$ cat config.mk
export PLATFORM = sky130hd
export DESIGN_NAME = json_string_unescape_utf8_core
export DESIGN_NICKNAME = d
export VERILOG_FILES = /design/src/hdl/jsu_pkg.sv /design/src/hdl/jsu_decode.sv /design/src/hdl/json_string_unescape_utf8_core.sv
export SDC_FILE = /design/constraint.sdc
export NUM_CORES = 1
export LEC_CHECK = 0
export BUFFER_PORTS_ARGS = -buffer_cell sky130_fd_sc_hd__buf_4
export CAP_MARGIN = 20
export CORE_ASPECT_RATIO = 2
export CORE_MARGIN = 5
export CORE_UTILIZATION = 45
export CTS_CLUSTER_SIZE = 25
export DETAILED_ROUTE_END_ITERATION = 16
export PLACE_DENSITY = 0.61
export SLEW_MARGIN = 10
export SYNTH_ARGS = -nofsm -noshare
export SYNTH_HDL_FRONTEND = slang
export SYNTH_SLANG_ARGS = --single-unit
$ cat constraint.sdc
create_clock -name clk_i -period 3.8 [get_ports clk_i]
set_clock_uncertainty 0.15 [all_clocks]
set_input_delay 0 -clock clk_i [delete_from_list [all_inputs] [get_ports clk_i]]
set_output_delay 0 -clock clk_i [all_outputs]
set_load 0.01 [all_outputs]
$ cat src/hdl/jsu_pkg.sv
// ----------------------------------------------------------------------------
// jsu_pkg
// Types and constants shared by the JSON string unescaper modules.
// ----------------------------------------------------------------------------
package jsu_pkg;

  // One input transfer: a raw byte of the escaped string.
  typedef struct packed {
    logic [7:0] in_byte;
    logic       in_last;
  } in_item_t;

  // One output transfer.
  typedef struct packed {
    logic [7:0] out_byte;
    logic       byte_valid;
    logic [1:0] error_code;
    logic       run_last;
    logic       string_end;
  } out_item_t;

  // Parser modes.
  localparam logic [2:0] MODE_NORMAL  = 3'd0;
  localparam logic [2:0] MODE_ESCAPE  = 3'd1;
  localparam logic [2:0] MODE_HEX1    = 3'd2;
  localparam logic [2:0] MODE_HEX2    = 3'd3;
  localparam logic [2:0] MODE_HEX3    = 3'd4;
  localparam logic [2:0] MODE_HEX4    = 3'd5;
  localparam logic [2:0] MODE_DISCARD = 3'd6;

  // Error codes.
  localparam logic [1:0] ERR_NONE   = 2'd0;
  localparam logic [1:0] ERR_LETTER = 2'd1;
  localparam logic [1:0] ERR_HEX    = 2'd2;
  localparam logic [1:0] ERR_END    = 2'd3;

  // Characters of interest.
  localparam logic [7:0] CH_QUOTE  = 8'h22;
  localparam logic [7:0] CH_BSLASH = 8'h5C;
  localparam logic [7:0] CH_SLASH  = 8'h2F;
  localparam logic [7:0] CH_B      = 8'h62;
  localparam logic [7:0] CH_F      = 8'h66;
  localparam logic [7:0] CH_N      = 8'h6E;
  localparam logic [7:0] CH_R      = 8'h72;
  localparam logic [7:0] CH_T      = 8'h74;
  localparam logic [7:0] CH_U      = 8'h75;

  localparam logic [7:0] CTL_BS = 8'h08;
  localparam logic [7:0] CTL_FF = 8'h0C;
  localparam logic [7:0] CTL_LF = 8'h0A;
  localparam logic [7:0] CTL_CR = 8'h0D;
  localparam logic [7:0] CTL_HT = 8'h09;

  localparam int unsigned AccW = 12;  // three hex digits held before the fourth

  // Decoder result for one input byte.
  typedef struct packed {
    logic [1:0]           num;       // number of results, 0 to 3
    out_item_t [2:0]      res;       // res[0] is delivered first
    logic [2:0]           mode_nxt;
    logic [AccW-1:0]      acc_nxt;
  } dec_t;

endpackage

$ cat src/hdl/jsu_decode.sv
// ----------------------------------------------------------------------------
// jsu_decode
// Decodes one escaped byte against the parser state into up to three results.
// ----------------------------------------------------------------------------
module jsu_decode import jsu_pkg::*; (
  input  logic [2:0]      mode_i,
  input  logic [AccW-1:0] acc_i,
  input  in_item_t        item_i,
  output dec_t            dec_o
);

  logic [7:0]  c;
  logic        last;
  logic        hex_ok;
  logic [3:0]  hex_val;
  logic [15:0] cp;

  assign c    = item_i.in_byte;
  assign last = item_i.in_last;
  assign cp   = {acc_i, hex_val};

  always_comb begin
    hex_ok  = 1'b1;
    hex_val = 4'd0;
    if (c >= 8'h30 && c <= 8'h39) begin
      hex_val = 4'(c - 8'h30);
    end else if (c >= 8'h41 && c <= 8'h46) begin
      hex_val = 4'(c - 8'h37);
    end else if (c >= 8'h61 && c <= 8'h66) begin
      hex_val = 4'(c - 8'h57);
    end else begin
      hex_ok = 1'b0;
    end
  end

  // Single-result helpers.
  function automatic out_item_t byte_res(logic [7:0] b, logic l);
    out_item_t r;
    r.out_byte   = b;
    r.byte_valid = 1'b1;
    r.error_code = ERR_NONE;
    r.run_last   = 1'b1;
    r.string_end = l;
    return r;
  endfunction

  function automatic out_item_t err_res(logic [1:0] e, logic l);
    out_item_t r;
    r.out_byte   = 8'h00;
    r.byte_valid = 1'b0;
    r.error_code = e;
    r.run_last   = 1'b1;
    r.string_end = l;
    return r;
  endfunction

  function automatic out_item_t mid_res(logic [7:0] b);
    out_item_t r;
    r.out_byte   = b;
    r.byte_valid = 1'b1;
    r.error_code = ERR_NONE;
    r.run_last   = 1'b0;
    r.string_end = 1'b0;
    return r;
  endfunction

  always_comb begin
    dec_o.num      = 2'd0;
    dec_o.res      = '0;
    dec_o.mode_nxt = MODE_NORMAL;
    dec_o.acc_nxt  = '0;

    unique case (mode_i) inside
      MODE_NORMAL: begin
        if (c == CH_BSLASH) begin
          if (last) begin
            dec_o.num    = 2'd1;
            dec_o.res[0] = err_res(ERR_END, last);
          end else begin
            dec_o.mode_nxt = MODE_ESCAPE;
          end
        end else begin
          dec_o.num    = 2'd1;
          dec_o.res[0] = byte_res(c, last);
        end
      end

      MODE_ESCAPE: begin
        dec_o.num = 2'd1;
        unique case (c)
          CH_QUOTE:  dec_o.res[0] = byte_res(CH_QUOTE, last);
          CH_BSLASH: dec_o.res[0] = byte_res(CH_BSLASH, last);
          CH_SLASH:  dec_o.res[0] = byte_res(CH_SLASH, last);
          CH_B:      dec_o.res[0] = byte_res(CTL_BS, last);
          CH_F:      dec_o.res[0] = byte_res(CTL_FF, last);
          CH_N:      dec_o.res[0] = byte_res(CTL_LF, last);
          CH_R:      dec_o.res[0] = byte_res(CTL_CR, last);
          CH_T:      dec_o.res[0] = byte_res(CTL_HT, last);
          CH_U: begin
            if (last) begin
              dec_o.res[0] = err_res(ERR_END, last);
            end else begin
              dec_o.num      = 2'd0;
              dec_o.mode_nxt = MODE_HEX1;
            end
          end
          default: begin
            dec_o.res[0] = err_res(ERR_LETTER, last);
            dec_o.mode_nxt = last ? MODE_NORMAL : MODE_DISCARD;
          end
        endcase
      end

      MODE_HEX1, MODE_HEX2, MODE_HEX3: begin
        if (!hex_ok) begin
          dec_o.num      = 2'd1;
          dec_o.res[0]   = err_res(ERR_HEX, last);
          dec_o.mode_nxt = last ? MODE_NORMAL : MODE_DISCARD;
        end else if (last) begin
          dec_o.num    = 2'd1;
          dec_o.res[0] = err_res(ERR_END, last);
        end else begin
          dec_o.mode_nxt = mode_i + 3'd1;
          dec_o.acc_nxt  = cp[AccW-1:0];
        end
      end

      MODE_HEX4: begin
        if (!hex_ok) begin
          dec_o.num      = 2'd1;
          dec_o.res[0]   = err_res(ERR_HEX, last);
          dec_o.mode_nxt = last ? MODE_NORMAL : MODE_DISCARD;
        end else if (cp[15:7] == '0) begin
          dec_o.num    = 2'd1;
          dec_o.res[0] = byte_res({1'b0, cp[6:0]}, last);
        end else if (cp[15:11] == '0) begin
          dec_o.num    = 2'd2;
          dec_o.res[0] = mid_res({3'b110, cp[10:6]});
          dec_o.res[1] = byte_res({2'b10, cp[5:0]}, last);
        end else begin
          dec_o.num    = 2'd3;
          dec_o.res[0] = mid_res({4'b1110, cp[15:12]});
          dec_o.res[1] = mid_res({2'b10, cp[11:6]});
          dec_o.res[2] = byte_res({2'b10, cp[5:0]}, last);
        end
      end

      default: begin
        // Discard mode, and the unused code, drop bytes up to and including the final one.
        dec_o.mode_nxt = last ? MODE_NORMAL : MODE_DISCARD;
      end
    endcase
  end

endmodule

$ cat src/hdl/json_string_unescape_utf8_core.sv
// ----------------------------------------------------------------------------
// json_string_unescape_utf8_core
// Unescapes a JSON string byte stream and encodes \u escapes as UTF-8.
// ----------------------------------------------------------------------------
//
//   Channel  Direction  Handshake               Payload
//   in       sink       in_valid_i / in_stall_o  in_data_i  (in_item_t)
//   out      source     out_valid_o / out_stall_i out_data_o (out_item_t)
//
// A byte is decoded in the cycle it is accepted; its up to three results are
// written into a three-entry result register, so its first result appears in
// the cycle after its transfer in. A single-result byte is accepted every
// cycle, and the register drains one entry per cycle, while the output is
// not stalled; a byte with a longer burst holds the input until it drains.
// Reset puts the parser in normal text mode and empties the result register.
// The input is stalled whenever the register cannot take a full burst at once.
//
module json_string_unescape_utf8_core import jsu_pkg::*; (
  input  logic      clk_i,
  input  logic      rst_ni,
  input  logic      in_valid_i,
  output logic      in_stall_o,
  input  in_item_t  in_data_i,
  output logic      out_valid_o,
  input  logic      out_stall_i,
  output out_item_t out_data_o
);

  // Parser state.
  logic [2:0]      mode_q, mode_d;
  logic [AccW-1:0] acc_q, acc_d;

  // Result register: entry 0 is at the output, later ones shift down.
  out_item_t [2:0] res_q, res_d;
  logic [1:0]      cnt_q, cnt_d;

  dec_t dec;
  logic pop;
  logic room;
  logic take;

  jsu_decode u_decode (
    .mode_i (mode_q),
    .acc_i  (acc_q),
    .item_i (in_data_i),
    .dec_o  (dec)
  );

  assign out_valid_o = (cnt_q != 2'd0);
  assign out_data_o  = res_q[0];
  assign pop         = out_valid_o && !out_stall_i;

  // A new byte may enter once the register is empty by the end of this cycle.
  assign room       = (cnt_q == 2'd0) || ((cnt_q == 2'd1) && pop);
  assign in_stall_o = !room;
  assign take       = in_valid_i && room;

  always_comb begin
    mode_d = mode_q;
    acc_d  = acc_q;
    res_d  = res_q;
    cnt_d  = cnt_q;
    if (pop) begin
      res_d[0] = res_q[1];
      res_d[1] = res_q[2];
      cnt_d    = cnt_q - 2'd1;
    end
    if (take) begin
      mode_d = dec.mode_nxt;
      acc_d  = dec.acc_nxt;
      res_d  = dec.res;
      cnt_d  = dec.num;
    end
  end

  always_ff @(posedge clk_i or negedge rst_ni) begin
    if (!rst_ni) begin
      mode_q <= MODE_NORMAL;
      acc_q  <= '0;
      cnt_q  <= 2'd0;
    end else begin
      mode_q <= mode_d;
      acc_q  <= acc_d;
      cnt_q  <= cnt_d;
    end
  end

  // Result payload carries no reset.
  always_ff @(posedge clk_i) begin
    res_q <= res_d;
  end

endmodule

* Word-level counts from Yosys, hierarchy flattened
Cells that the tools add are included.
** Operators by class
- Reduce and logical (&&, ||, !) cells :: 19
- Shift-type cells :: 0
- Eq/ne operators :: 15
- Bitwise logic cells :: 2
- $lt $le $gt $ge :: 6
- Multiplexer cells :: 40
- Multipliers :: 0
- $add $sub $neg :: 5
- Div/mod/pow operators :: 0
** Operators by type and width (count)
- $pmux W12 S9 :: 1
- $mux W13 :: 7
- $eq A8 B7 Y1 const B :: 7
- $mux W26 :: 2
- $pmux W13 S4 :: 1
- $mux W12 :: 2
- $mux W24 :: 1
- $eq A8 B6 Y1 const B :: 2
- $ge A8 B7 Y1 const B :: 2
- $le A8 B7 Y1 const B :: 2
- $mux W16 :: 1
- $mux W2 :: 8
- $mux W4 :: 4
- $mux W15 :: 1
- $pmux W3 S4 :: 1
- $logic_not A9 Y1 :: 1
- $mux W3 :: 3
- $ge A8 B6 Y1 const B :: 1
- $le A8 B6 Y1 const B :: 1
- $pmux W2 S4 :: 1
- $reduce_or A8 Y1 :: 1
- $sub A4 B3 Y4 const B :: 2
- $eq A3 B2 Y1 const B :: 2
- $eq A3 B3 Y1 const B :: 2
- 17 further kinds :: 31
** Storage, ports and cells
- Memories :: 0
- Bits in latches :: 0
- Flip-flop bits (word level) :: 56
- Bits in writable memories :: 0
- Logic and storage cells :: 106
- Bits in read-only memories :: 0
- Output and inout port bits :: 15

* Longest topological paths before layout
- Depth in word-level cells :: 10
- Gate-level depth with buffers :: 9
- Mapped depth without buffers :: 8

* Cells and area by module
Synthesis repeated with hierarchy kept, for this count alone.
** Second synthesis, totals
- Cell total of the unflattened synthesis :: 324
- Area, all modules :: 3679.8 µm²
** Modules (own cells, without submodules)
- json_string_unescape_utf8_core :: times used 1, area each 2327.2 µm², cells an instance 129
- jsu_decode :: times used 1, area each 1352.5 µm², cells an instance 195

* Least setup slack after synthesis
Ideal clock, no wire load.
- Kind :: register to register
- Start point :: register acc_q[7]
- End point :: register res_q[21] (netlist bit), data pin
- Stages on the path, launching flop included :: 7
- Required time :: 3.388 ns
- Path slack :: 1.652 ns
- Arrival :: 1.736 ns
- Path through :: dfrtp_1 or3_1 or3_1 clkbuf_1 clkbuf_1 a22oi_1 o21ai_0
** RTL lines
- from (decl) :: RTL line json_string_unescape_utf8_core.sv:31 : logic [AccW-1:0] acc_q, acc_d;
- from (signal assigned) :: RTL line json_string_unescape_utf8_core.sv:79 : acc_q <= '0;
- from (signal assigned) :: RTL line json_string_unescape_utf8_core.sv:83 : acc_q <= acc_d;
- to (signal assigned) :: RTL line json_string_unescape_utf8_core.sv:90 : res_q <= res_d;
- to (decl) :: RTL line json_string_unescape_utf8_core.sv:34 : out_item_t [2:0] res_q, res_d;

==> impl_metrics.yaml <==
outcome:
  status: "complete, no violations"
cells_and_area:
  nFillCells: 630
  antenna_cells: 0
  final_layout_size_suffix_gt1_share_pct: 14.6
  nets: 357
  area_growth_pct: 11.8
yosys:
  yosysSeqAreaShare_pct: 43.9
  synth_cell_types: 57
  ys_ff_latch: 47
  yosys.area.top_type: "edfxtp_1"
  syn-cell-area_um2: 3020
  yosys-top-cells-area: "edfxtp_1, dfrtp_1, nand2_1"
  syn_area_per_cell_um2: 9.36
  synth_ff_type: "edfxtp_1"
  synth_enable_flop_cells: 30
  syn_nets: 346
  synth_common_cells: "nand2_1, edfxtp_1, o21ai_0"
  synth_most_common_cell: "nand2_1"
  yosysWarnings: 0
  yosysTopAreaCellShare_pct: 29.8
  async_flop_share_pct: 36.2
  syn_inst: 323
routing:
  vias: 2528
  ant_nets: 0
  vias_per_cell: 5.98
  dr.first_iter.drc_count: 206
  drt_wl_total_um: 8480
  wl_per_cell_um: 20.0
  drt-pass1-iter-count: 5
  drc_errors: 0
power_and_ir_drop:
  power.switching_uw: 706
  combinationalPowerShare_pct: 35.6
  power.leakage_uw: 0.00135
  peakVddDrop_v: 0.000311
  p_clk_share_pct: 24.5
  powerDensity_nw_per_um2: 603
  p_int_uw: 1330
  p_seq_share_pct: 39.9
  total_power_uw: 2040
  power.switching_fraction_pct: 34.6
worst_setup_path:
  endpoint_kind: "flop"
  critPathMaxFanout: 8
  critPathKind: "flop to flop"
  cp-start-kind: "flop"
  required_ps: 3780
  crit_arrival_ps: 2520
sta:
  fin_tns_setup_ps: 0
  setup_viol: 0
  fin_crit_sh_pct: 67.0
  min_period_ps: 2540
  rsz0062_at_grt: "false"
  max_clock_freq_mhz: 393
  tightest_slew_ps: 989
  hold_viol: 0
  slew_headroom_pct: 34.1
  maxSlewViolCount: 0
grt:
  grt_pass1_vias: 2568
  antenna_found_initial: 0
  grt_pass1_wl_um: 13600
  groute.usage.overall_pct: 21.2
  grt-ovfl-total: 0
  grt_max_degree: 38
clocking:
  cts_sinks: 47
  clk_path_buf_depth: 2
  cts_setup_buffers: 0
  clk_pin_slew_ps: 70
  cts_root_buf: "clkbuf_16"
  cts_inserted_buffers: 5
  clkLatencyLatePin_ps: 290
  post_cts_resized: 0
  htreeDepth: 2
  cts_tree: "built"
floorplan:
  design.core.area_um2: 6570
  die_h_um: 126
  fp.dieW_um: 68.0
  rows: 42
  start_util_pct: 46.0
  die-area_um2: 8560
  ios: 28
run:
  timing.max_cap.violations: 0
min_path:
  hp-class: "input port to flop"
place:
  dp_hpwl_um: 6360
  portBuffers: 27
  gp_congestion: 0.927
==> metal layers <==
| metal | GRT usage (%) | vias to the layer above | wire, µm |
|---|---|---|---|
| met5 | 0 | - | 0 |
| met4 | 11.4 | 0 | 454 |
| met3 | 2.50 | 25 | 269 |
| met2 | 36.9 | 87 | 4640 |
| met1 | 24.2 | 1213 | 3120 |
| li1 | - | 1203 | - |
==> through the flow <==
| stage | worst slack [ps] | instances | util [%] | instance area (µm²) | hold WS [ps] |
|---|---|---|---|---|---|
| 6_report | 1260 | 423 | 51.5 | 3380 | 31.7 |
| 3_5_place_dp | 1300 | 412 | 48.5 | 3180 | -256 |
| 5_1_grt | 1130 | 423 | 51.5 | 3380 | 64.7 |
| 4_1_cts | 1300 | 423 | 51.5 | 3380 | 27.2 |
| 3_3_place_gp | 1260 | 412 | 48.5 | 3180 | -260 |
| 2_1_floorplan | 1650 | 323 | - | 3020 | -446 |
==> cells in the final DEF, fill, tap and decap left out, types with 4 or more instances in the layout <==
cell type,n
a22o_1,13
nand3_1,5
and3_1,6
ha_1,10
a211oi_1,4
nor3b_1,5
nor2_1,23
inv_1,14
nand2b_1,7
clkbuf_16,5
nor3_1,14
buf_4,31
a21oi_1,22
nand2_1,34
dfrtp_1,17
edfxtp_1,30
a22oi_1,5
o21ai_0,24
and2_1,4
==> power by group through the flow <==
stage	registers, µW	logic (µW)	clock network (µW)
floorplan	783	551	0
global placement	823	722	0
detailed placement	824	723	0
CTS	814	729	507
global route	828	802	527
finish	813	726	499
==> final cells by class <==
class                           count  area (µm²)  share of cell area, %
Clock buffer                        6         129                   3.81
Clock inverter                      2        37.5                   1.11
Inverter                           14        52.6                   1.55
Multi-Input combinational cell    232        1460                   43.3
Sequential cell                    47        1330                   39.2
Tap cell                           88         110                   3.26
Timing Repair Buffer               34         263                   7.77
==> flip-flops by register name, indices dropped and copies added, names as in the netlist <==
signal and count:
acc_q 12, cnt_q 2, mode_q 3, out_data_o 13, res_q 17
==> worst max-delay path, stage by stage (launching register included) <==
cell,delay [ps]
dfrtp_1,420
inv_1,130
ha_1,260
inv_1,130
nor3_1,750
a222oi_1,330
o21ai_0,220
==> kinds of logic (layout without fill, tap and decap cells) <==
group	after synthesis	in the layout	synth area share, %
AO/OA/AOI/OAI	99	99	22.5
XOR/XNOR	1	1	0.290
adder cells (fa/ha/maj)	10	10	4.14
buffers and inverters	44	56	7.74
flip-flops	47	47	43.9
multiplexers	1	1	0.331
AND/OR/NAND/NOR	121	121	21.2
==> path summary, 6_finish.rpt <==
| kind | to | from | slack (ps) | depth (start not counted) |
|---|---|---|---|---|
| min | out_data_o[6]$_DFFE_PP_ | in_data_i[2] | 30 | 3 |
| max reg2reg | out_data_o[5]$_DFFE_PP_ | mode_q[0]$_DFFE_PN0P_ | 1260 | 6 |
| max in group asynchronous | mode_q[1]$_DFFE_PN0P_ | rst_ni | 2200 | 3 |
| min in group asynchronous | acc_q[1]$_DFFE_PN0P_ | rst_ni | 750 | 3 |
| min reg2reg | cnt_q[1]$_DFFE_PN0P_ | cnt_q[1]$_DFFE_PN0P_ | 340 | 1 |
| max | out_data_o[5]$_DFFE_PP_ | mode_q[0]$_DFFE_PN0P_ | 1260 | 6 |
==> timing repair <==
| action | in CTS | in global routing |
|---|---|---|
| setup endpoints to repair | 0 | 0 |
| hold buffers | 3 | 0 |
| endpoints found under the hold margin | 21 | 0 |
Power figures use the tool's default switching activity.
